<file path="src/rtl/isu_pkg.sv">
// isu_pkg: shared types and constants of the isotropic stress update block
// fixed field widths, register indexes and reset values, pipeline stage map
// used by every rtl file of the block but isu_out_if, depends on nothing
`default_nettype none

package isu_pkg;

    // fixed field widths
    localparam int RATE_W    = 32;                  // strain rate, Q1.30
    localparam int MU_W      = 32;                  // shear modulus, integer Pa
    localparam int LAM_W     = 33;                  // lambda, signed integer Pa
    localparam int DT_W      = 32;                  // time step, Q0.32
    localparam int ITAU_W    = 32;                  // 1/tau, Q16.16
    localparam int TR_W      = RATE_W + 2;          // sum of three rates
    localparam int MR_W      = MU_W + RATE_W + 1;   // mu * rate
    localparam int LT_W      = LAM_W + TR_W;        // lambda * trace
    localparam int SCALE_SH  = 48;                  // Q.64 sum back to Q.16

    // configuration port
    localparam int CFG_W     = 33;
    localparam int CFG_IDX_W = 3;

    typedef enum logic [CFG_IDX_W-1:0] {
        REG_MODE   = 3'd0,
        REG_MU     = 3'd1,
        REG_LAMBDA = 3'd2,
        REG_DT     = 3'd3,
        REG_ITAU   = 3'd4
    } t_reg_idx;

    localparam logic             MODE_ELASTIC = 1'b0;
    localparam logic             MODE_MAXWELL = 1'b1;
    localparam logic [MU_W-1:0]   MU_RST   = 32'd384615;
    localparam logic [LAM_W-1:0]  LAM_RST  = 33'd576923;
    localparam logic [DT_W-1:0]   DT_RST   = 32'd0;
    localparam logic [ITAU_W-1:0] ITAU_RST = 32'd65536;

    typedef struct packed {
        logic              mode;
        logic [MU_W-1:0]   mu;
        logic [LAM_W-1:0]  lambda;  // two's complement
        logic [DT_W-1:0]   dt;
        logic [ITAU_W-1:0] itau;
    } t_cfg;

    // pipeline stage map
    localparam int ST_IN      = 0;  // input capture
    localparam int ST_MUL     = 1;  // mu*rate, stress*itau partials, trace
    localparam int ST_SUM     = 2;  // viscous term sum, lambda*trace
    localparam int ST_DIFF    = 3;  // rate term minus viscous term
    localparam int ST_DT      = 4;  // partial products with dt
    localparam int ST_ACC     = 5;  // partial product sum
    localparam int ST_OUT     = 6;  // round, clip, result register
    localparam int NUM_STAGES = 7;

    typedef struct packed {
        logic [NUM_STAGES-1:0] load;  // stage takes new contents
        logic [NUM_STAGES-1:0] vld;   // stage holds an item
    } t_pipe_ctl;

endpackage

`default_nettype wire

</file>
<file path="src/rtl/isu_cfg_regs.sv">
// isu_cfg_regs: configuration registers (mode, mu, lambda, dt, 1/tau)
// plain write port, writes beyond the last index are dropped
// depends on isu_pkg
`default_nettype none

module isu_cfg_regs (
    input  wire logic                            i_clk,
    input  wire logic                            i_rst_n,
    input  wire logic                            i_cfg_we,
    input  wire logic [isu_pkg::CFG_IDX_W-1:0]   i_cfg_idx,
    input  wire logic [isu_pkg::CFG_W-1:0]       i_cfg_data,
    output isu_pkg::t_cfg                        o_cfg
);

    isu_pkg::t_cfg r_cfg;
    isu_pkg::t_cfg n_cfg;

    // register write decode
    always_comb begin
        n_cfg = r_cfg;
        if (i_cfg_we) begin
            case (isu_pkg::t_reg_idx'(i_cfg_idx))
                isu_pkg::REG_MODE:   n_cfg.mode   = i_cfg_data[0];
                isu_pkg::REG_MU:     n_cfg.mu     = i_cfg_data[isu_pkg::MU_W-1:0];
                isu_pkg::REG_LAMBDA: n_cfg.lambda = i_cfg_data[isu_pkg::LAM_W-1:0];
                isu_pkg::REG_DT:     n_cfg.dt     = i_cfg_data[isu_pkg::DT_W-1:0];
                isu_pkg::REG_ITAU:   n_cfg.itau   = i_cfg_data[isu_pkg::ITAU_W-1:0];
                default:             n_cfg        = r_cfg;
            endcase
        end
    end

    always_ff @(posedge i_clk) begin
        if (!i_rst_n) begin
            r_cfg.mode   <= isu_pkg::MODE_ELASTIC;
            r_cfg.mu     <= isu_pkg::MU_RST;
            r_cfg.lambda <= isu_pkg::LAM_RST;
            r_cfg.dt     <= isu_pkg::DT_RST;
            r_cfg.itau   <= isu_pkg::ITAU_RST;
        end else begin
            r_cfg <= n_cfg;
        end
    end

    assign o_cfg = r_cfg;

endmodule

`default_nettype wire

</file>
<file path="config.mk">
export PLATFORM = sky130hd
export DESIGN_NAME = isu_cfg_regs
export DESIGN_NICKNAME = d
export VERILOG_FILES = /design/src/rtl/isu_pkg.sv /design/src/rtl/isu_cfg_regs.sv
export SDC_FILE = /design/constraint.sdc
export NUM_CORES = 1
export LEC_CHECK = 0
export BUFFER_PORTS_ARGS = -buffer_cell sky130_fd_sc_hd__buf_2
export CAP_MARGIN = 10
export CORE_UTILIZATION = 54
export DETAILED_ROUTE_END_ITERATION = 8
export PLACE_DENSITY = 0.88
export SYNTH_ARGS = -nofsm -noshare
export SYNTH_HDL_FRONTEND = slang
export SYNTH_SLANG_ARGS = --single-unit
</file>
<file path="constraint.sdc">
create_clock -name i_clk -period 2.7 [get_ports i_clk]
set_clock_uncertainty 0.15 [all_clocks]
set_input_delay 0.135 -clock i_clk [delete_from_list [all_inputs] [get_ports i_clk]]
set_output_delay 0.135 -clock i_clk [all_outputs]
set_load 0.02 [all_outputs]
</file>
==> metrics.cfg <==
[clock_tree]
numCtsBuffers = 17
cts_setup_buffers = 0
ctsResizeCount = 0
cts_hold_buffers = 35
clock_sinks = 130
clk_latency_ns = 0.50
clockRootBuffer = clkbuf_8
cts_tree = built
cts.path.max_buffers = 2
htreeDepth = 4
clkSlewWorstSetupHoldPaths_ns = 0.07

[status]
violations = DRC
status = finished with violations

[pwr]
power.total_mw = 4.51
p_per_area_mw_per_mm2 = 669
ir_drop_mv = 0.380
clkPwrFrac_pct = 48.1
combPwrFrac_pct = 7.9
p_sw_mw = 1.13
power_leakage_nw = 3.35
swShare_pct = 25.0
intPower_mw = 3.38
sequentialPowerShare_pct = 44.0

[flow_run]
maxCapViolCount = 0

[logic_synthesis]
ys_warn_count = 0
synth_compound_area_share_pct = 0
synthAdderAreaFrac_pct = 0
synth.avg_cell_area_sq_um = 10.4
syn_inst = 482
seq_area_frac_synth_pct = 52.1
synthMuxAreaShare_pct = 26.0
ys_types = 12
ys_ff_latch = 130
synth_xor_area_share_pct = 0
synth_top_family_by_area = multiplexers
synthSimpleGateAreaFrac_pct = 17.2
syn_nets = 521
netlist_area_sq_mm = 0.00500

[grt]
grt_max_degree = 182
grt_overflow = 0
grt_pass1_vias = 4179
grt_pass1_wl_um = 20500
grt_use_total_pct = 27.2
grt.met3_usage_pct = 6.51
antenna_found_initial = 1
met1_usage_pct = 31.3
grt.busiest_layer = met2
met2_usage_pct = 47.3

[worst_setup_path]
critPathArrivalTime_ns = 2.21
start_kind = primary input
crit_fanout = 20
ff2ff_setup_slack_ns = 1.80
crit_type = in -> reg
worstReg2RegStart = o_cfg[74]
worstPathRequired_ns = 2.93
reg2reg_to = o_cfg[74]
cp-end-kind = flip-flop
r2r_cells = 2

[min_path]
min_to = o_cfg[105]
hold_depth = 4
hp-start = i_rst_n
hold_path_class = in -> reg

[sta]
setup_viol = 0
min_period_over_period_pct = 73.4
hold_viol = 0
period_minus_slack_ns = 1.98
worstMarginPinSlew_ns = 0.964
rsz0062_at_grt = no
setup_tns_ns = 0
max_slew_margin_pct = 35.5
max_freq_mhz = 505
drv_slew = 0

[placed_design]
place_congestion = 0.797
port_buffers = 168
dp_hpwl_um = 8110

[routing]
drt-vias-per-instance = 5.16
post-route-drc-count = 9
ant_nets = 0
finalWirelength_um = 13000
drtIter0Drc = 160
drt-wirelength-per-cell_um = 16.3
via_count = 4106
firstDrtPassIters = 9

[die]
die_area_sq_mm = 0.00964
num_io_pins = 169
start_util_pct = 56.5
core_area_sq_mm = 0.00885
die_w_um = 98.2
rows = 34
die_h_um = 98.2

[finish]
drive_above_1_share_pct = 30.4
largest_reg_flops = 130
syn_to_final_growth_pct = 34.9
num-nets-final = 713

[kinds of logic (layout without fill, tap and decap cells)]
logic type	count (synthesis)	after routing
other	0	1
buffers and inverters	35	240
multiplexers	130	130
flip-flops	130	130
AND/OR/NAND/NOR	187	187
[placed cells by master (no fill, tap or decap), drive strengths merged, types with 4 or more instances in the layout]
cell type    instances
mux2i              130
inv                  7
clkbuf              18
buf                173
nor2b               43
dlygate4sd3         35
nand2              138
clkinvlp             4
dfxtp              130
[power groups by stage]
stage	registers [mW]	clock network, mW	logic (mW)
after floorplan	2.08	0	0.152
after global placement	2.02	0	0.302
after detailed placement	2.02	0	0.310
after CTS	1.98	2.18	0.351
after global routing	1.99	2.27	0.380
final	1.98	2.17	0.356
[layer usage]
layer / vias up / part of all wire [%]
li1: 1980 / -
met1: 1954 / 41
met2: 142 / 51
met3: 30 / 5.2
met4: 0 / 2.7
met5: - / 0
[synthesized netlist by cell type]
cell type    n  share of area (%)
clkbuf_1     8               0.60
dfxtp_1    130                 52
buf_2       14                1.4
nand2_1    138                 10
buf_4        3               0.45
nor2b_1     43                5.4
mux2i_1    130                 26
and4bb_1     2               0.50
buf_6       10                2.3
nor4b_1      1               0.18
nand4b_2     1               0.30
nand4bb_1    2               0.45
[critical path, stage by stage]
cell	delay [ns]
dlygate4sd3_1	0.52
buf_2	0.15
nand4b_2	0.76
buf_4	0.49
mux2i_1	0.14
[per-stage QoR]
stage	util [%]	std cells	setup slack (ns)	cell area [sq um]	hold slack, ns
5_1_grt	76.2	796	0.614	6740	0.163
3_5_place_dp	65.8	728	0.663	5820	0.261
3_3_place_gp	65.8	728	0.724	5820	0.233
2_1_floorplan	-	482	1.64	5000	0.127
4_1_cts	76.2	795	0.735	6740	0.130
6_report	76.2	796	0.719	6740	0.0947
[worst max-delay path by stage]
stage / slack (ns) / from / end
after floorplan: 1.64 / i_cfg_idx[2] / o_cfg[85]
after global placement: 0.72 / i_cfg_idx[2] / o_cfg[60]
after detailed placement: 0.66 / i_cfg_idx[2] / o_cfg[60]
after CTS: 0.73 / i_cfg_idx[1] / o_cfg[60]
after global routing: 0.61 / i_cfg_idx[1] / o_cfg[46]
final: 0.72 / i_cfg_idx[1] / o_cfg[50]
[final cells by class]
type / count / area [sq um]
sequential: 130 / 2600
multi-input combinational: 317 / 2180
fill: 583 / 2110
timing repair buffer: 208 / 1260
clock buffer: 18 / 428
clock inverter: 14 / 141
tap: 108 / 135
antenna: 1 / 2.50
(Power assumes the default switching activity.)
