==> config.mk <==
export PLATFORM = sky130hd
export DESIGN_NAME = isu_trace
export DESIGN_NICKNAME = d
export VERILOG_FILES = /design/src/rtl/isu_pkg.sv /design/src/rtl/isu_trace.sv
export SDC_FILE = /design/constraint.sdc
export NUM_CORES = 2
export LEC_CHECK = 0
export ABC_AREA = 1
export BUFFER_PORTS_ARGS = -buffer_cell sky130_fd_sc_hd__buf_2
export CORE_MARGIN = 1
export CORE_UTILIZATION = 60
export CTS_BUF_LIST = sky130_fd_sc_hd__clkbuf_4 sky130_fd_sc_hd__clkbuf_8
export CTS_CLUSTER_SIZE = 16
export DETAILED_ROUTE_END_ITERATION = 6
export PLACE_DENSITY = 0.79
export SLEW_MARGIN = 10
export SYNTH_ARGS = -nofsm -noshare
export SYNTH_HDL_FRONTEND = slang
export SYNTH_SLANG_ARGS = --single-unit
==> constraint.sdc <==
create_clock -name i_clk -period 10.1 [get_ports i_clk]
set_input_delay 2.02 -clock i_clk [delete_from_list [all_inputs] [get_ports i_clk]]
set_output_delay 2.02 -clock i_clk [all_outputs]
set_load 0.005 [all_outputs]
==> src/rtl/isu_pkg.sv <==
// isu_pkg: shared types and constants of the isotropic stress update block
// fixed field widths, register indexes and reset values, pipeline stage map
// used by every rtl file of the block but isu_out_if, depends on nothing
`default_nettype none

package isu_pkg;

    // fixed field widths
    localparam int RATE_W    = 32;                  // strain rate, Q1.30
    localparam int MU_W      = 32;                  // shear modulus, integer Pa
    localparam int LAM_W     = 33;                  // lambda, signed integer Pa
    localparam int DT_W      = 32;                  // time step, Q0.32
    localparam int ITAU_W    = 32;                  // 1/tau, Q16.16
    localparam int TR_W      = RATE_W + 2;          // sum of three rates
    localparam int MR_W      = MU_W + RATE_W + 1;   // mu * rate
    localparam int LT_W      = LAM_W + TR_W;        // lambda * trace
    localparam int SCALE_SH  = 48;                  // Q.64 sum back to Q.16

    // configuration port
    localparam int CFG_W     = 33;
    localparam int CFG_IDX_W = 3;

    typedef enum logic [CFG_IDX_W-1:0] {
        REG_MODE   = 3'd0,
        REG_MU     = 3'd1,
        REG_LAMBDA = 3'd2,
        REG_DT     = 3'd3,
        REG_ITAU   = 3'd4
    } t_reg_idx;

    localparam logic             MODE_ELASTIC = 1'b0;
    localparam logic             MODE_MAXWELL = 1'b1;
    localparam logic [MU_W-1:0]   MU_RST   = 32'd384615;
    localparam logic [LAM_W-1:0]  LAM_RST  = 33'd576923;
    localparam logic [DT_W-1:0]   DT_RST   = 32'd0;
    localparam logic [ITAU_W-1:0] ITAU_RST = 32'd65536;

    typedef struct packed {
        logic              mode;
        logic [MU_W-1:0]   mu;
        logic [LAM_W-1:0]  lambda;  // two's complement
        logic [DT_W-1:0]   dt;
        logic [ITAU_W-1:0] itau;
    } t_cfg;

    // pipeline stage map
    localparam int ST_IN      = 0;  // input capture
    localparam int ST_MUL     = 1;  // mu*rate, stress*itau partials, trace
    localparam int ST_SUM     = 2;  // viscous term sum, lambda*trace
    localparam int ST_DIFF    = 3;  // rate term minus viscous term
    localparam int ST_DT      = 4;  // partial products with dt
    localparam int ST_ACC     = 5;  // partial product sum
    localparam int ST_OUT     = 6;  // round, clip, result register
    localparam int NUM_STAGES = 7;

    typedef struct packed {
        logic [NUM_STAGES-1:0] load;  // stage takes new contents
        logic [NUM_STAGES-1:0] vld;   // stage holds an item
    } t_pipe_ctl;

endpackage

`default_nettype wire

==> src/rtl/isu_trace.sv <==
// isu_trace: shared diagonal term, trace of the strain rate times lambda
// trace registered in the multiply stage, lambda product in the sum stage
// depends on isu_pkg
`default_nettype none

module isu_trace (
    input  wire logic                                 i_clk,
    input  wire isu_pkg::t_pipe_ctl                   i_ctl,
    input  wire isu_pkg::t_cfg                        i_cfg,
    input  wire logic signed [isu_pkg::RATE_W-1:0]    i_rate_xx,
    input  wire logic signed [isu_pkg::RATE_W-1:0]    i_rate_yy,
    input  wire logic signed [isu_pkg::RATE_W-1:0]    i_rate_zz,
    output logic signed [isu_pkg::LT_W-1:0]           o_lt
);

    localparam int TW = isu_pkg::TR_W;

    logic signed [TW-1:0]              r_tr;
    logic signed [isu_pkg::LT_W-1:0]   r_lt;
    logic signed [TW-1:0]              v_tr;
    logic signed [isu_pkg::LT_W-1:0]   v_lt;

    // trace of the rate tensor
    assign v_tr = TW'(i_rate_xx) + TW'(i_rate_yy) + TW'(i_rate_zz);

    // lambda * trace, 33 x 34 signed
    assign v_lt = $signed(i_cfg.lambda) * r_tr;

    always_ff @(posedge i_clk) begin
        if (i_ctl.load[isu_pkg::ST_MUL]) begin
            r_tr <= v_tr;
        end
        if (i_ctl.load[isu_pkg::ST_SUM]) begin
            r_lt <= v_lt;
        end
    end

    assign o_lt = r_lt;

endmodule

`default_nettype wire

==> impl_results.md <==
- Fin cells: 7240
- Worst-Skew Late Latency: 0.48 ns
- Count leader, synth: inv_1
- FMAX: 0.1096 GHz
- CP endpoint kind: flop
- Post-synth EDFFs: 101
- Hold Fails Final Rpt: 0
- Failing checks: DRC
- GRT Overall Usage: 33.95%
- FP Rows: 104
- Antenna-violating nets left: 0
- Fill cells: 6944
- Die Area: 0.08231 mm^2
- Final Max Slew Viols: 0
- Via Count: 38149
- Initial core utilization: 60.56%
- Initial antenna violation count: 10
- RePlAce Congestion: 0.9642
- Vias/cell: 5.269
- Layout Nets: 7868
- CORE AREA: 0.08042 mm^2
- Chip height: 286.9 um
- Wire per inst: 18.21 um
- DRC Markers: 2
- Sequential area share after synthesis: 6.228%
- First-pass DRT Iterations: 7
- Average size of a mapped cell: 7.913 um^2
- Met2 WL: 64490 um
- Critical Path RT: 10.31 ns
- Critical-path maximum fanout: 18
- Clock Sink Count: 101
- Final setup fails: 0
- H-tree levels: 3
- Post-Syn Area: 0.04870 mm^2
- Worst Skew: 0.04493 ns
- Post-synth top cells: inv_1 (2021), nand2_1 (1715), fa_1 (1209)
- CTS Buf Count: 9
- Final setup margin: 0.9789 ns
- Global route overflow: 0
- Die X: 286.9 um
- Final WL: 131800 um
- Fin crit share: 90.31%
- CP Class: in -> reg
- Startpoint Class: input pin
- Detailed Place HPWL: 108600 um
- Layout cells sized above 1: 5.687%
- Tmin final: 9.121 ns
- Layout area overhead: 4.216%
- Setup TNS: 0 ns
- Hold slack: 1.071 ns
- Placed cells: 7216
- Initial detailed-routing violation count: 2995
- CTS max path bufs: 2
- Worst flop-to-flop path endpoint: o_lt[60]$_DFFE_PP_
- Register area: 0.003033 mm^2
- Met3 wire length: 11550 um
- Setup repair after global routing missed its margin: false
- Synth top area share: 49.70%
- Vias in the first global route: 41719
- Yosys top cell by area: fa_1
- Multi-input gate area in the final layout: 0.03707 mm^2
- Post-Syn Instances: 6155
- Mapped Nets: 7856
- Routed length on met1: 48760 um
- Reg2Reg Depth: 25
- Clk slew on worst S/H paths: 0.12 ns
- Synth Flop Type: edfxtp_1
- Worst slew pin tran: 1.237 ns
- Reg2reg start: r_tr[33]$_DFFE_PP_
- Max cap viols: 0
- Total I/O pin count: 308
- Slew HR: 17.31%
- Port Buf Inserts: 198
- Asr flop ratio synth: 0%
- Post-Place Worst Slack: 0.5606 ns
- Outcome: finished, violations left
- Worst hold path depth: 3
- Largest cells by area after synthesis: fa_1 (50%), inv_1 (16%), nand2_1 (13%)
- Count of different cell masters after synthesis: 37
- WHS Endpoint: o_lt[0]$_DFFE_PP_
- Post-CTS sizing: 0
- Cts hold-fix bufs: 0
- R2R Setup Slk: 2.12 ns
- Uppermost layer routed: met5
- Number of synthesized register bits: 101
- Hold Startpoint: r_tr[0]$_DFFE_PP_
- Setup bufs post-CTS: 0
- HP Class: reg -> reg
- First-pass GRT wire length: 216100 um
- CTS tree: built
- Largest net degree at the start of global routing: 68
- Critical path arrival: 9.33 ns
- Clock root cell: clkbuf_8
- Yosys warning count: 0
-- stage by stage --
stage          instance area [um^2]  utilization [%]
6_report                      50750            63.11
5_1_grt                       50750            63.11
4_1_cts                       50730            63.09
3_5_place_dp                  50540            62.85
3_3_place_gp                  50540            62.85
2_1_floorplan                 48700                -
-- cells in the final DEF (no fill, tap or decap), types with 3 or more instances in the layout --
| cell | count |
|---|---|
| a21boi_0 | 6 |
| a21o_1 | 10 |
| a21oi_1 | 87 |
| buf_2 | 198 |
| buf_4 | 70 |
| clkbuf_8 | 9 |
| diode_2 | 8 |
| edfxtp_1 | 101 |
| fa_1 | 1209 |
| ha_1 | 251 |
| inv_1 | 2021 |
| inv_8 | 3 |
| nand2_1 | 1715 |
| nand2_2 | 15 |
| nand3_1 | 95 |
| nand3_2 | 13 |
| nand3b_1 | 4 |
| nand4_1 | 20 |
| nor2_1 | 157 |
| nor2_2 | 23 |
| nor3_1 | 14 |
| nor4_1 | 6 |
| o21ai_0 | 29 |
| o21ai_1 | 3 |
| o21bai_1 | 20 |
| or2_2 | 8 |
| xnor2_1 | 7 |
| xor2_1 | 55 |
-- state kept, by name, indices dropped and copies added, names as in the netlist --
name  flops
o_lt     67
r_tr     34
-- cell families (layout without fill, tap and decap cells) --
kind of cell | count (synthesis) | in the layout | share of synthesized area [%]
flip-flops | 101 | 101 | 6.228
XOR/XNOR | 62 | 62 | 1.115
AO/OA/AOI/OAI | 163 | 163 | 1.906
buffers and inverters | 2290 | 2307 | 17.65
AND/OR/NAND/NOR | 2079 | 2079 | 16.96
other | 0 | 8 | 0
adder cells (fa/ha/maj) | 1460 | 1460 | 56.15
-- cell type report --
type	count	share of cell area, %
repair buffers	268	2.988
multi-input cells	3764	73.04
well taps	1060	2.613
flip-flops and latches	101	5.976
diodes	8	0.03944
clock inverters	7	0.1356
clock buffers	9	0.2441
inverters	2023	14.96
-- per-layer routing --
layer / GRT usage, % / up-vias
met1: 41.84 / 18893
met2: 57.31 / 1827
met5: 0 / -
li1: - / 16977
met3: 6.198 / 448
met4: 17.29 / 4
-- critical path, stage by stage --
cell,delay (ns)
buf_2,0.41
nand2_1,0.24
inv_1,0.14
fa_1,0.40
inv_1,0.30
fa_1,0.48
inv_1,0.14
fa_1,0.48
inv_1,0.11
fa_1,0.47
inv_1,0.40
fa_1,0.53
fa_1,0.51
fa_1,0.49
inv_1,0.05
fa_1,0.47
inv_1,0.04
ha_1,0.46
nand2_1,0.16
nor2_1,0.18
inv_1,0.07
nor2_1,0.20
nand2_1,0.11
nor3_1,0.14
nand2_1,0.13
nand4_1,0.09
nand2_1,0.06
-- worst max-delay path by stage --
stage	end	slack [ns]	cells after the start	start
3_3_place_gp	o_lt[60]$_DFFE_PP_	0.70	27	i_cfg[70]
5_1_grt	o_lt[60]$_DFFE_PP_	0.57	27	i_cfg[70]
6_report	o_lt[60]$_DFFE_PP_	0.98	27	i_cfg[70]
2_1_floorplan	o_lt[60]$_DFFE_PP_	0.91	26	i_cfg[65]
4_1_cts	o_lt[60]$_DFFE_PP_	1.05	27	i_cfg[70]
3_5_place_dp	o_lt[60]$_DFFE_PP_	0.56	27	i_cfg[70]
Power is not shown: default switching activity piles up to over one toggle a cycle in this logic, so the estimate is an artifact.
