**config.mk**
```make
export PLATFORM = sky130hd
export DESIGN_NAME = isu_pipe_ctrl
export DESIGN_NICKNAME = d
export VERILOG_FILES = /design/src/rtl/isu_pkg.sv /design/src/rtl/isu_pipe_ctrl.sv
export SDC_FILE = /design/constraint.sdc
export NUM_CORES = 1
export LEC_CHECK = 0
export ABC_AREA = 0
export BUFFER_PORTS_ARGS = -buffer_cell sky130_fd_sc_hd__buf_2
export CORE_AREA = 2 2 39 41
export CTS_CLUSTER_SIZE = 24
export DETAILED_ROUTE_END_ITERATION = 10
export DIE_AREA = 0 0 41 43
export PLACE_DENSITY = 0.58
export RECOVER_POWER = 25
export SYNTH_ARGS = -nofsm -noshare
export SYNTH_HDL_FRONTEND = slang
export SYNTH_SLANG_ARGS = --single-unit
export TNS_END_PERCENT = 20
```
**constraint.sdc**
```tcl
create_clock -name i_clk -period 1.46 [get_ports i_clk]
set_input_delay 0.146 -clock i_clk [delete_from_list [all_inputs] [get_ports i_clk]]
set_output_delay 0.146 -clock i_clk [all_outputs]
set_load 0.005 [all_outputs]
```
**src/rtl/isu_pkg.sv**
```systemverilog
// isu_pkg: shared types and constants of the isotropic stress update block
// fixed field widths, register indexes and reset values, pipeline stage map
// used by every rtl file of the block but isu_out_if, depends on nothing
`default_nettype none

package isu_pkg;

    // fixed field widths
    localparam int RATE_W    = 32;                  // strain rate, Q1.30
    localparam int MU_W      = 32;                  // shear modulus, integer Pa
    localparam int LAM_W     = 33;                  // lambda, signed integer Pa
    localparam int DT_W      = 32;                  // time step, Q0.32
    localparam int ITAU_W    = 32;                  // 1/tau, Q16.16
    localparam int TR_W      = RATE_W + 2;          // sum of three rates
    localparam int MR_W      = MU_W + RATE_W + 1;   // mu * rate
    localparam int LT_W      = LAM_W + TR_W;        // lambda * trace
    localparam int SCALE_SH  = 48;                  // Q.64 sum back to Q.16

    // configuration port
    localparam int CFG_W     = 33;
    localparam int CFG_IDX_W = 3;

    typedef enum logic [CFG_IDX_W-1:0] {
        REG_MODE   = 3'd0,
        REG_MU     = 3'd1,
        REG_LAMBDA = 3'd2,
        REG_DT     = 3'd3,
        REG_ITAU   = 3'd4
    } t_reg_idx;

    localparam logic             MODE_ELASTIC = 1'b0;
    localparam logic             MODE_MAXWELL = 1'b1;
    localparam logic [MU_W-1:0]   MU_RST   = 32'd384615;
    localparam logic [LAM_W-1:0]  LAM_RST  = 33'd576923;
    localparam logic [DT_W-1:0]   DT_RST   = 32'd0;
    localparam logic [ITAU_W-1:0] ITAU_RST = 32'd65536;

    typedef struct packed {
        logic              mode;
        logic [MU_W-1:0]   mu;
        logic [LAM_W-1:0]  lambda;  // two's complement
        logic [DT_W-1:0]   dt;
        logic [ITAU_W-1:0] itau;
    } t_cfg;

    // pipeline stage map
    localparam int ST_IN      = 0;  // input capture
    localparam int ST_MUL     = 1;  // mu*rate, stress*itau partials, trace
    localparam int ST_SUM     = 2;  // viscous term sum, lambda*trace
    localparam int ST_DIFF    = 3;  // rate term minus viscous term
    localparam int ST_DT      = 4;  // partial products with dt
    localparam int ST_ACC     = 5;  // partial product sum
    localparam int ST_OUT     = 6;  // round, clip, result register
    localparam int NUM_STAGES = 7;

    typedef struct packed {
        logic [NUM_STAGES-1:0] load;  // stage takes new contents
        logic [NUM_STAGES-1:0] vld;   // stage holds an item
    } t_pipe_ctl;

endpackage

`default_nettype wire

```
**src/rtl/isu_pipe_ctrl.sv**
```systemverilog
// isu_pipe_ctrl: valid bits and per-stage load enables of the update pipeline
// a stage loads when it is empty or its successor loads, the last one on ready
// depends on isu_pkg
`default_nettype none

module isu_pipe_ctrl (
    input  wire logic          i_clk,
    input  wire logic          i_rst_n,
    input  wire logic          i_in_valid,
    input  wire logic          i_out_ready,
    output logic               o_in_ready,
    output logic               o_out_valid,
    output isu_pkg::t_pipe_ctl o_ctl
);

    localparam int NS = isu_pkg::NUM_STAGES;

    logic [NS-1:0] r_vld;
    logic [NS-1:0] n_vld;
    logic [NS-1:0] v_load;

    // load enables ripple back from the output
    always_comb begin
        v_load[NS-1] = !r_vld[NS-1] || i_out_ready;
        for (int k = NS - 2; k >= 0; k--) begin
            v_load[k] = !r_vld[k] || v_load[k+1];
        end
    end

    // valid bits follow their items
    always_comb begin
        n_vld = r_vld;
        if (v_load[0]) begin
            n_vld[0] = i_in_valid;
        end
        for (int k = 1; k < NS; k++) begin
            if (v_load[k]) begin
                n_vld[k] = r_vld[k-1];
            end
        end
    end

    always_ff @(posedge i_clk) begin
        if (!i_rst_n) begin
            r_vld <= '0;
        end else begin
            r_vld <= n_vld;
        end
    end

    assign o_in_ready  = v_load[0];
    assign o_out_valid = r_vld[NS-1];
    assign o_ctl.load  = v_load;
    assign o_ctl.vld   = r_vld;

    // an input transfer always lands in the first stage
    a_in_lands: assert property (@(posedge i_clk) disable iff (!i_rst_n)
        (i_in_valid && o_in_ready) |=> r_vld[0])
        else $error("input transfer not captured in first stage");

    // back-pressure reaches the input only when every stage is full
    a_full_stall: assert property (@(posedge i_clk) disable iff (!i_rst_n)
        !o_in_ready |-> (&r_vld))
        else $error("input stalled with a bubble in the pipeline");

    // the output stage, when it loads, takes its predecessor's valid bit
    a_shift: assert property (@(posedge i_clk) disable iff (!i_rst_n)
        v_load[isu_pkg::ST_OUT] |=> (r_vld[isu_pkg::ST_OUT] == $past(r_vld[isu_pkg::ST_ACC])))
        else $error("output stage valid bit lost or duplicated");

endmodule

`default_nettype wire

```
==> results of run 1 <==
[kinds of logic after synthesis]
logic type / after synthesis
buffers and inverters: 7
and+or+nand+nor: 12
AOI/OAI and AO/OA: 7
DFF: 7
[layer usage]
metal  track usage [%]  wire, microns  vias up
met1              7.10            257      140
met2              13.4            297       15
li1                  -              -      148
met3              3.14             69        4
met4              8.00             19        0
met5                 0              0        -
[worst max-delay path, cell delays in order (launching register included)]
cell and delay, ns:
dfxtp_1 0.39, nand4b_4 0.16, nor3_2 0.24, inv_1 0.07, buf_2 0.13
[per-stage QoR]
step | cells | total power, mW | worst slack [ns] | hold WS (ns)
after global placement | 66 | 0.223 | 0.290 | 0.363
after detailed placement | 66 | 0.223 | 0.267 | 0.373
after global routing | 70 | 0.406 | 0.0126 | 0.124
final | 70 | 0.396 | 0.0757 | 0.114
after floorplan | 33 | 0.211 | 0.281 | 0.259
after CTS | 70 | 0.399 | 0.0469 | 0.116
[report_power, final]
part           internal [mW]  switching [mW]  leakage [nW]  total, mW
combinational         0.0109         0.00844         0.129     0.0194
clock                  0.104          0.0724        0.0150      0.177
sequential             0.196         0.00398        0.0575      0.200
total                  0.311          0.0848         0.202      0.396
[synth_stat cells]
cell type / count / area share, %
nand4b_4: 1 / 7.8
dfxtp_1: 7 / 46
nand2_1: 6 / 7.4
or2_4: 1 / 2.9
o31ai_1: 1 / 2.5
nor2b_1: 2 / 4.1
inv_1: 5 / 6.2
a21boi_2: 1 / 3.7
nor3_1: 1 / 1.6
a21boi_0: 1 / 2.5
o21a_1: 3 / 7.4
buf_4: 2 / 4.9
a21oi_1: 1 / 1.6
nor2_1: 1 / 1.2
[worst paths after layout]
check | from | endpoint | slack (ns) | cells after the start
max | r_vld[6] | o_ctl[7] | 0.08 | 4
min | i_in_valid | r_vld[0] | 0.11 | 2
max reg2reg | r_vld[6] | r_vld[3] | 0.46 | 3
min reg2reg | r_vld[2] | r_vld[3] | 0.47 | 2
[repair_timing]
action / in CTS / in global routing
gates resized for setup: 1 / 2
buffers inserted: 0 / 0
setup endpoints to repair: 2 / 4
[cells in the final DEF, fill, tap and decap left out]
| master | n |
|---|---|
| dfxtp_2 | 1 |
| a21boi_0 | 1 |
| nor3_2 | 1 |
| clkbuf_4 | 3 |
| a21boi_2 | 1 |
| buf_2 | 18 |
| nor2b_1 | 2 |
| or2_4 | 1 |
| a21oi_1 | 1 |
| o21a_1 | 3 |
| dfxtp_1 | 6 |
| nand2_1 | 6 |
| nor2_2 | 1 |
| o31ai_1 | 1 |
| inv_1 | 5 |
| nand4b_4 | 1 |
| clkbuf_1 | 2 |
[final cells by class]
type	count	area [sq um]
clock buffers	4	26.3
fillers	166	946
well taps	16	20.0
repair buffers	19	93.8
multi-input cells	19	138
inverters	5	18.8
flip-flops and latches	7	141
==> out/qor.yml, run 1 <==
sta:
  max-slew-margin-rel_pct: 84.4
  finalCriticalPeriod_ns: 1.38
  final_hold_viol_count: 0
  setup_viol: 0
  slew_viol_final: 0
  post-route-period-util_pct: 94.8
  worstMarginPinSlew_ns: 0.234
  fmax_ghz: 0.722
  final.setup.tns_ns: 0
  clock-skew-final_ns: 0.000296
  rsz0062_at_grt: "no"
logic_synthesis:
  synth-xor-area-share_pct: 0
  synth.avg_cell_area_sq_um: 9.21
  ys_ff_latch: 7
  yosysSeqAreaShare_pct: 46.1
  syn-num-nets: 37
  synth_compound_area_share_pct: 17.7
  synthAdderAreaFrac_pct: 0
  synthMuxAreaShare_pct: 0
  synth_area_sq_um: 304
  syn-instance-count: 33
  synthDistinctLibCells: 14
  yosysWarnings: 0
  synth_top_family_by_area: "simple AND/OR/NAND/NOR gates"
  synthSimpleGateAreaFrac_pct: 25.1
worst_setup_path:
  cp_max_fo: 6
  start_kind: "flop"
  crit_type: "reg2out"
  endpoint_kind: "output pin"
  arrival_ns: 1.24
  cp_data_required_time_ns: 1.31
clock_tree:
  htree_levels: 1
  path_clk_slew_ns: 0.05
  clock_sinks: 7
  clk_latency_ns: 0.25
  cts_buffers: 3
  hold_buffers: 0
  root_buffer: "clkbuf_4"
  tritoncts: "built"
  cts.path.max_buffers: 2
drt:
  firstDrtPassIters: 4
  viasPerCell: 4.39
  first_iter_violations: 8
  drtAntennaViolNets: 0
  vias: 307
  postRouteWirelength_microns: 644
  drc: 0
  wl_per_cell_microns: 9.20
grt:
  overflow: 0
  grt_pass1_wl_microns: 938
  grt_max_degree: 9
  grt_pass1_vias: 249
  antenna_found_initial: 0
  track_usage_pct: 8.34
placement:
  hpwl_microns: 500
  routabilityCongestion: 0.675
  io_buffers: 19
  placed_area_sq_um: 404
pwr:
  p_leak_nw: 0.202
  p_per_area_nw_per_um2: 904
  ir_worst_vdd_v: 0.000368
die:
  rows: 14
  start_util_pct: 22.0
  dieHeight_microns: 43
  die-width_microns: 41
  core_area_sq_um: 1380
  pin_count: 20
  die_area_sq_um: 1760
flow_run:
  maxCapViolCount: 0
run_status:
  status: "completed"
cells_and_area:
  antenna_cells: 0
  syn2layout_area_growth_pct: 44.0
  postLayoutCellArea_sq_um: 438
  drive_gt1_share_pct: 50.0
  largestRegisters: "r_vld x7"
  top_register: "r_vld"
  final_core_util_pct: 31.6
  finalNetCount: 59
  largest_register_ffs: 7
hold_path:
  hp-class: "in2reg"
No activity file was read; power rests on OpenSTA's default activity.
==> run 2, diff against run 1 <==
--- a/config.mk
+++ b/config.mk
@@ -8,6 +8,7 @@
 export ABC_AREA = 0
 export BUFFER_PORTS_ARGS = -buffer_cell sky130_fd_sc_hd__buf_2
 export CORE_AREA = 2 2 39 41
+export CTS_BUF_LIST = sky130_fd_sc_hd__clkbuf_8
 export CTS_CLUSTER_SIZE = 24
 export DETAILED_ROUTE_END_ITERATION = 10
 export DIE_AREA = 0 0 41 43
==> run 2 against run 1 <==
  * Count of clock-buffer cells in the layout is 1 lower
  * Flip-flop and latch count stayed put
  * Utilization is 1.1 points higher
  * Via count stayed put
  * Maximum frequency is 0.64% lower
  * Total power is 22% higher
  * Wire length is 3.4% higher
  * Global-route usage is 0.30 points higher
  * First-iteration DRC count is 63% lower
  * Combinational power is 2% lower
  * Clock skew hardly changed
  * Clock power is 49% higher
  * Critical path type unchanged
==> out/qor.yml, run 2 (synthesis gave the netlist of run 1 again) <==
run_status:
  status: "completed"
pwr:
  p_switching_mw: 0.0943
  combPwrFrac_pct: 3.9
  p_per_area_nw_per_um2: 1070
  p_int_mw: 0.389
  clock_power_share_pct: 54.5
  p_leak_nw: 0.205
  power_frac_seq_pct: 41.5
  power_mw: 0.483
  ir_worst_vdd_v: 0.000458
  switching_share_pct: 19.5
die:
  core_area_sq_um: 1380
  dieHeight_microns: 43
  die-width_microns: 41
  pin_count: 20
  rows: 14
  start_util_pct: 22.0
  die_area_sq_um: 1760
placement:
  io_buffers: 19
  routabilityCongestion: 0.675
  pre_cts_ws_ns: 0.267
  dp.cells: 66
  hpwl_microns: 500
drt:
  wl_per_cell_microns: 9.51
  first_iter_violations: 3
  drc: 0
  firstDrtPassIters: 5
  drtAntennaViolNets: 0
  vias: 307
  viasPerCell: 4.39
  postRouteWirelength_microns: 666
sta:
  fmax_ghz: 0.718
  rsz0062_at_grt: "yes"
  setup_slack_ns: 0.0667
  max-slew-margin-rel_pct: 84.4
  post-route-period-util_pct: 95.4
  finalCriticalPeriod_ns: 1.39
  clock-skew-final_ns: 0.000198
  setup_viol: 0
  slew_viol_final: 0
  final_hold_viol_count: 0
  worstMarginPinSlew_ns: 0.234
cells_and_area:
  final_common_cell: "buf_2"
  antenna_cells: 0
  finalNetCount: 59
  largestRegisters: "r_vld x7"
  final_cell_mix: "buf_2 (16), dfxtp_1 (7), inv_1 (6), nand2_1 (6)"
  final_cells: 70
  fillers: 163
  multi_input_area_sq_um: 138
  syn2layout_area_growth_pct: 49.0
  drive_gt1_share_pct: 44.4
  seq_area_sq_um: 140
  top_register: "r_vld"
  largest_register_ffs: 7
worst_setup_path:
  endpoint_kind: "output pin"
  arrival_ns: 1.25
  worstPathCellList: "nand4b_4, nor3_2, inv_1, buf_2"
  cp_max_fo: 6
  slowest_delay_ns: 0.41
  cp_data_required_time_ns: 1.31
  start_kind: "flop"
  cpLargestDelayFamily: "simple AND/OR/NAND/NOR gates"
  crit_type: "reg2out"
  critical-path-slowest-cell: "dfxtp_1"
  cp.buffers_inverters: 2
clock_tree:
  cts_buffers: 3
  cts.path.max_buffers: 2
  path_clk_slew_ns: 0.04
  clk_latency_ns: 0.22
  htree_levels: 1
  root_buffer: "clkbuf_8"
  tritoncts: "built"
  clock_sinks: 7
grt:
  grt_pass1_wl_microns: 952
  grt_max_degree: 9
  track_usage_pct: 8.64
  grt_pass1_vias: 252
  overflow: 0
  antenna_found_initial: 0
hold_path:
  hp-class: "in2reg"
flow_run:
  maxCapViolCount: 0
==> run 2: worst reg2reg max path, stage by stage (launching register included) <==
cell      delay (ns)
dfxtp_1         0.41
nand4b_4        0.17
or2_4           0.27
a21boi_2        0.12
==> run 2: worst paths after layout <==
kind / slack, ns / startpoint / depth (start not counted) / end
setup reg to reg: 0.43 / r_vld[5] / 3 / r_vld[3]
hold / removal: 0.14 / i_in_valid / 2 / r_vld[0]
hold reg to reg: 0.47 / r_vld[2] / 2 / r_vld[3]
setup / recovery: 0.07 / r_vld[5] / 4 / o_ctl[7]
==> run 2: routing by layer <==
layer	wire, microns	vias to the layer above	global-route usage, %
li1	-	145	-
met1	283	144	7.10
met2	311	16	13.4
met3	61	2	4.71
met4	10	0	8.00
met5	0	-	0
==> run 2: final cells by class <==
class,instances,area share [%]
tap,16,4.42
clock buffer,3,9.12
timing repair buffer,19,20.2
inverter,5,4.14
clock inverter,1,0.829
sequential,7,30.9
multi-input combinational,19,30.4
==> run 2: per-stage QoR <==
stage	util (%)	cell area (sq um)	hold WS, ns	TNS (ns)
floorplan	-	304	0.259	0
global placement	29.2	404	0.363	0
detailed placement	29.2	404	0.373	0
CTS	32.5	449	0.143	0
global route	32.7	453	0.149	-0.000770
finish	32.7	453	0.142	0
==> run 2: repair_timing <==
action | in CTS | in global routing
setup endpoints to repair | 0 | 3
buffers inserted | 0 | 0
gates resized for setup | 0 | 2
hold buffers | 0 | 0
==> run 2: power groups by stage <==
stage	combinational [mW]	clock [mW]	sequential (mW)
final	0.0190	0.263	0.201
after global routing	0.0212	0.276	0.201
after CTS	0.0196	0.267	0.200
after detailed placement	0.0193	0	0.204
after global placement	0.0192	0	0.204
after floorplan	0.00725	0	0.204
==> run 3, diff against run 2 <==
--- a/config.mk
+++ b/config.mk
@@ -5,7 +5,7 @@
 export SDC_FILE = /design/constraint.sdc
 export NUM_CORES = 1
 export LEC_CHECK = 0
-export ABC_AREA = 0
+export ABC_AREA = 1
 export BUFFER_PORTS_ARGS = -buffer_cell sky130_fd_sc_hd__buf_2
 export CORE_AREA = 2 2 39 41
 export CTS_BUF_LIST = sky130_fd_sc_hd__clkbuf_8
==> run 3 against run 2 <==
  * Wire length fell by 8.7%
  * Design area fell by 1.1%
  * Sequential power barely moved
  * Flip-flop and latch count did not move
  * Maximum frequency rose by 2.0%
  * Worst setup slack improved by 0.027 ns
  * Synthesized area fell by 0.41%
  * Register-to-register slack barely moved
  * Clock power barely moved
  * Combinational power barely moved
  * Die area did not move
  * Highest routed layer unchanged
  * Final cell count rose by 2.9%
==> out/qor.yml, run 3 <==
grt:
  overflow: 0
  track_usage_pct: 7.96
  grtUsageMet1_pct: 9.42
  grt_pass1_vias: 220
  grt.met3_usage_pct: 7.85
  busiest_layer: "met2"
  antenna_found_initial: 0
  grt_util_met2_pct: 10.0
  grt_pass1_wl_microns: 897
  grt_max_degree: 8
logic_synthesis:
  synthSimpleGateAreaFrac_pct: 26.9
  synth_most_common_cell: "inv_1"
  synthTopCellsByArea: "dfxtp_1 (46%), inv_1 (12%), nand4_4 (7.0%)"
  synth_top_area_share_pct: 46.3
  synth_top_cell_by_area: "dfxtp_1"
  synth-xor-area-share_pct: 0
  synthDistinctLibCells: 11
  synth.avg_cell_area_sq_um: 8.65
  yosysWarnings: 0
  ys_ff_latch: 7
  synth_top_family_by_area: "simple AND/OR/NAND/NOR gates"
  syn-instance-count: 35
  synth_area_sq_um: 303
  synthAdderAreaFrac_pct: 0
  synth_edf_count: 0
  syn-num-nets: 39
  ys_top_cells_by_count: "inv_1 (10), dfxtp_1 (7), nor2_1 (5), a21oi_1 (4)"
  synthMuxAreaShare_pct: 0
  yosysSeqAreaShare_pct: 46.3
  async_reset_ff_share_pct: 0
  synth_ff_type: "dfxtp_1"
  synth_compound_area_share_pct: 9.50
cells_and_area:
  syn2layout_area_growth_pct: 47.9
  finalNetCount: 61
  top_register: "r_vld"
  drive_gt1_share_pct: 48.2
  final_cells: 72
  largestRegisters: "r_vld x7"
  final_cell_mix: "buf_2 (19), inv_1 (11), dfxtp_1 (7)"
  largest_register_ffs: 7
  antenna_cells: 0
  final_common_cell: "buf_2"
clock_tree:
  tritoncts: "built"
  clk_latency_ns: 0.22
  cts.path.max_buffers: 2
  clock_sinks: 7
  htree_levels: 1
  post_cts_resized: 0
  cts_buffers: 3
  root_buffer: "clkbuf_8"
  path_clk_slew_ns: 0.04
  post_cts_buffers: 0
  hold_buffers: 0
pwr:
  p_per_area_nw_per_um2: 1070
  p_switching_mw: 0.0945
  combPwrFrac_pct: 3.9
  p_int_mw: 0.387
  switching_share_pct: 19.6
  clock_power_share_pct: 54.3
  power_mw: 0.481
  p_leak_nw: 0.210
  ir_worst_vdd_v: 0.000746
  power_frac_seq_pct: 41.8
sta:
  clock-skew-final_ns: 0.000922
  setup_slack_ns: 0.0939
  finalCriticalPeriod_ns: 1.37
  final_hold_viol_count: 0
  post-route-period-util_pct: 93.6
  worstMarginPinSlew_ns: 0.239
  setup_viol: 0
  rsz0062_at_grt: "no"
  fmax_ghz: 0.732
  final.setup.tns_ns: 0
  max-slew-margin-rel_pct: 84.1
  whs_ns: 0.169
  slew_viol_final: 0
placement:
  routabilityCongestion: 0.647
  hpwl_microns: 468
  io_buffers: 19
  pre_cts_ws_ns: 0.326
  dp.cells: 68
worst_setup_path:
  slowest_delay_ns: 0.40
  cp.buffers_inverters: 1
  cp_data_required_time_ns: 1.31
  cp_max_fo: 5
  worstPathCellList: "nand4_4, nor2_4, nand4_2, buf_2"
  endpoint_kind: "output pin"
  cpLargestDelayFamily: "simple AND/OR/NAND/NOR gates"
  start_kind: "flop"
  critical-path-slowest-cell: "dfxtp_1"
  crit_type: "reg2out"
  arrival_ns: 1.22
flow_run:
  maxCapViolCount: 0
hold_path:
  hp-class: "in2reg"
die:
  core_area_sq_um: 1380
  rows: 14
  start_util_pct: 21.9
  pin_count: 20
  die-width_microns: 41
  dieHeight_microns: 43
  die_area_sq_um: 1760
run_status:
  status: "completed"
drt:
  first_iter_violations: 2
  wl_per_cell_microns: 8.44
  postRouteWirelength_microns: 608
  vias: 283
  firstDrtPassIters: 2
  drc: 0
  viasPerCell: 3.93
  drtAntennaViolNets: 0
## run 3: cell types whose count changed in the layout (fill, tap and decap cells not counted), sizes merged, moves of 2 or more
cell    previous run  this run
clkbuf             6         3
a21oi              1         5
buf               16        19
inv                6        11
nor2               1         6
nand4              0         2
o21a               3         0
a21boi             2         0
nand2              6         2
nor2b              2         0
## run 3: worst reg2reg max path, delay by kind of cell (launching register included)
family,cells,cell delay (ns)
compound gates,1,0.13
flops,1,0.40
simple gates,3,0.44
## run 3: final timing paths
check	end	startpoint	cells after the start	slack [ns]
setup / recovery	o_ctl[7]	r_vld[5]	4	0.09
hold reg to reg	r_vld[1]	r_vld[0]	2	0.47
setup reg to reg	r_vld[0]	r_vld[5]	4	0.42
hold / removal	r_vld[0]	i_in_valid	3	0.17
## run 3: through the flow
stage,utilization (%),cell area (sq um)
5_1_grt,32.4,448
2_1_floorplan,-,303
3_3_place_gp,29.1,403
3_5_place_dp,29.1,403
4_1_cts,32.4,448
6_report,32.4,448
## run 3: area by class of cell
class / instances / area, sq um
flip-flops and latches: 7 / 140
clock buffers: 3 / 41.3
well taps: 16 / 20.0
repair buffers: 19 / 95.1
multi-input cells: 16 / 110
clock inverters: 1 / 3.75
fillers: 147 / 936
inverters: 10 / 37.5
## run 3: cells by family (layout without fill, tap and decap cells)
family	after synthesis	after routing
and+or+nand+nor	11	11
buffers and inverters	12	33
AOI/OAI and AO/OA	5	5
DFF	7	7
## run 3: metal layers
layer  wire length, microns  vias up  part of all wire, %
li1                       -      145                    -
met2                    233       18                   38
met1                    280      118                   46
met5                      0        -                    0
met4                      8        0                  1.3
met3                     85        2                   14
## run 3: power groups by stage
stage                     clock, mW  sequential (mW)  combinational [mW]
after floorplan                   0            0.205             0.00888
after global placement            0            0.204              0.0190
after detailed placement          0            0.204              0.0192
after CTS                     0.273            0.201              0.0193
after global routing          0.286            0.202              0.0216
final                         0.261            0.201              0.0188
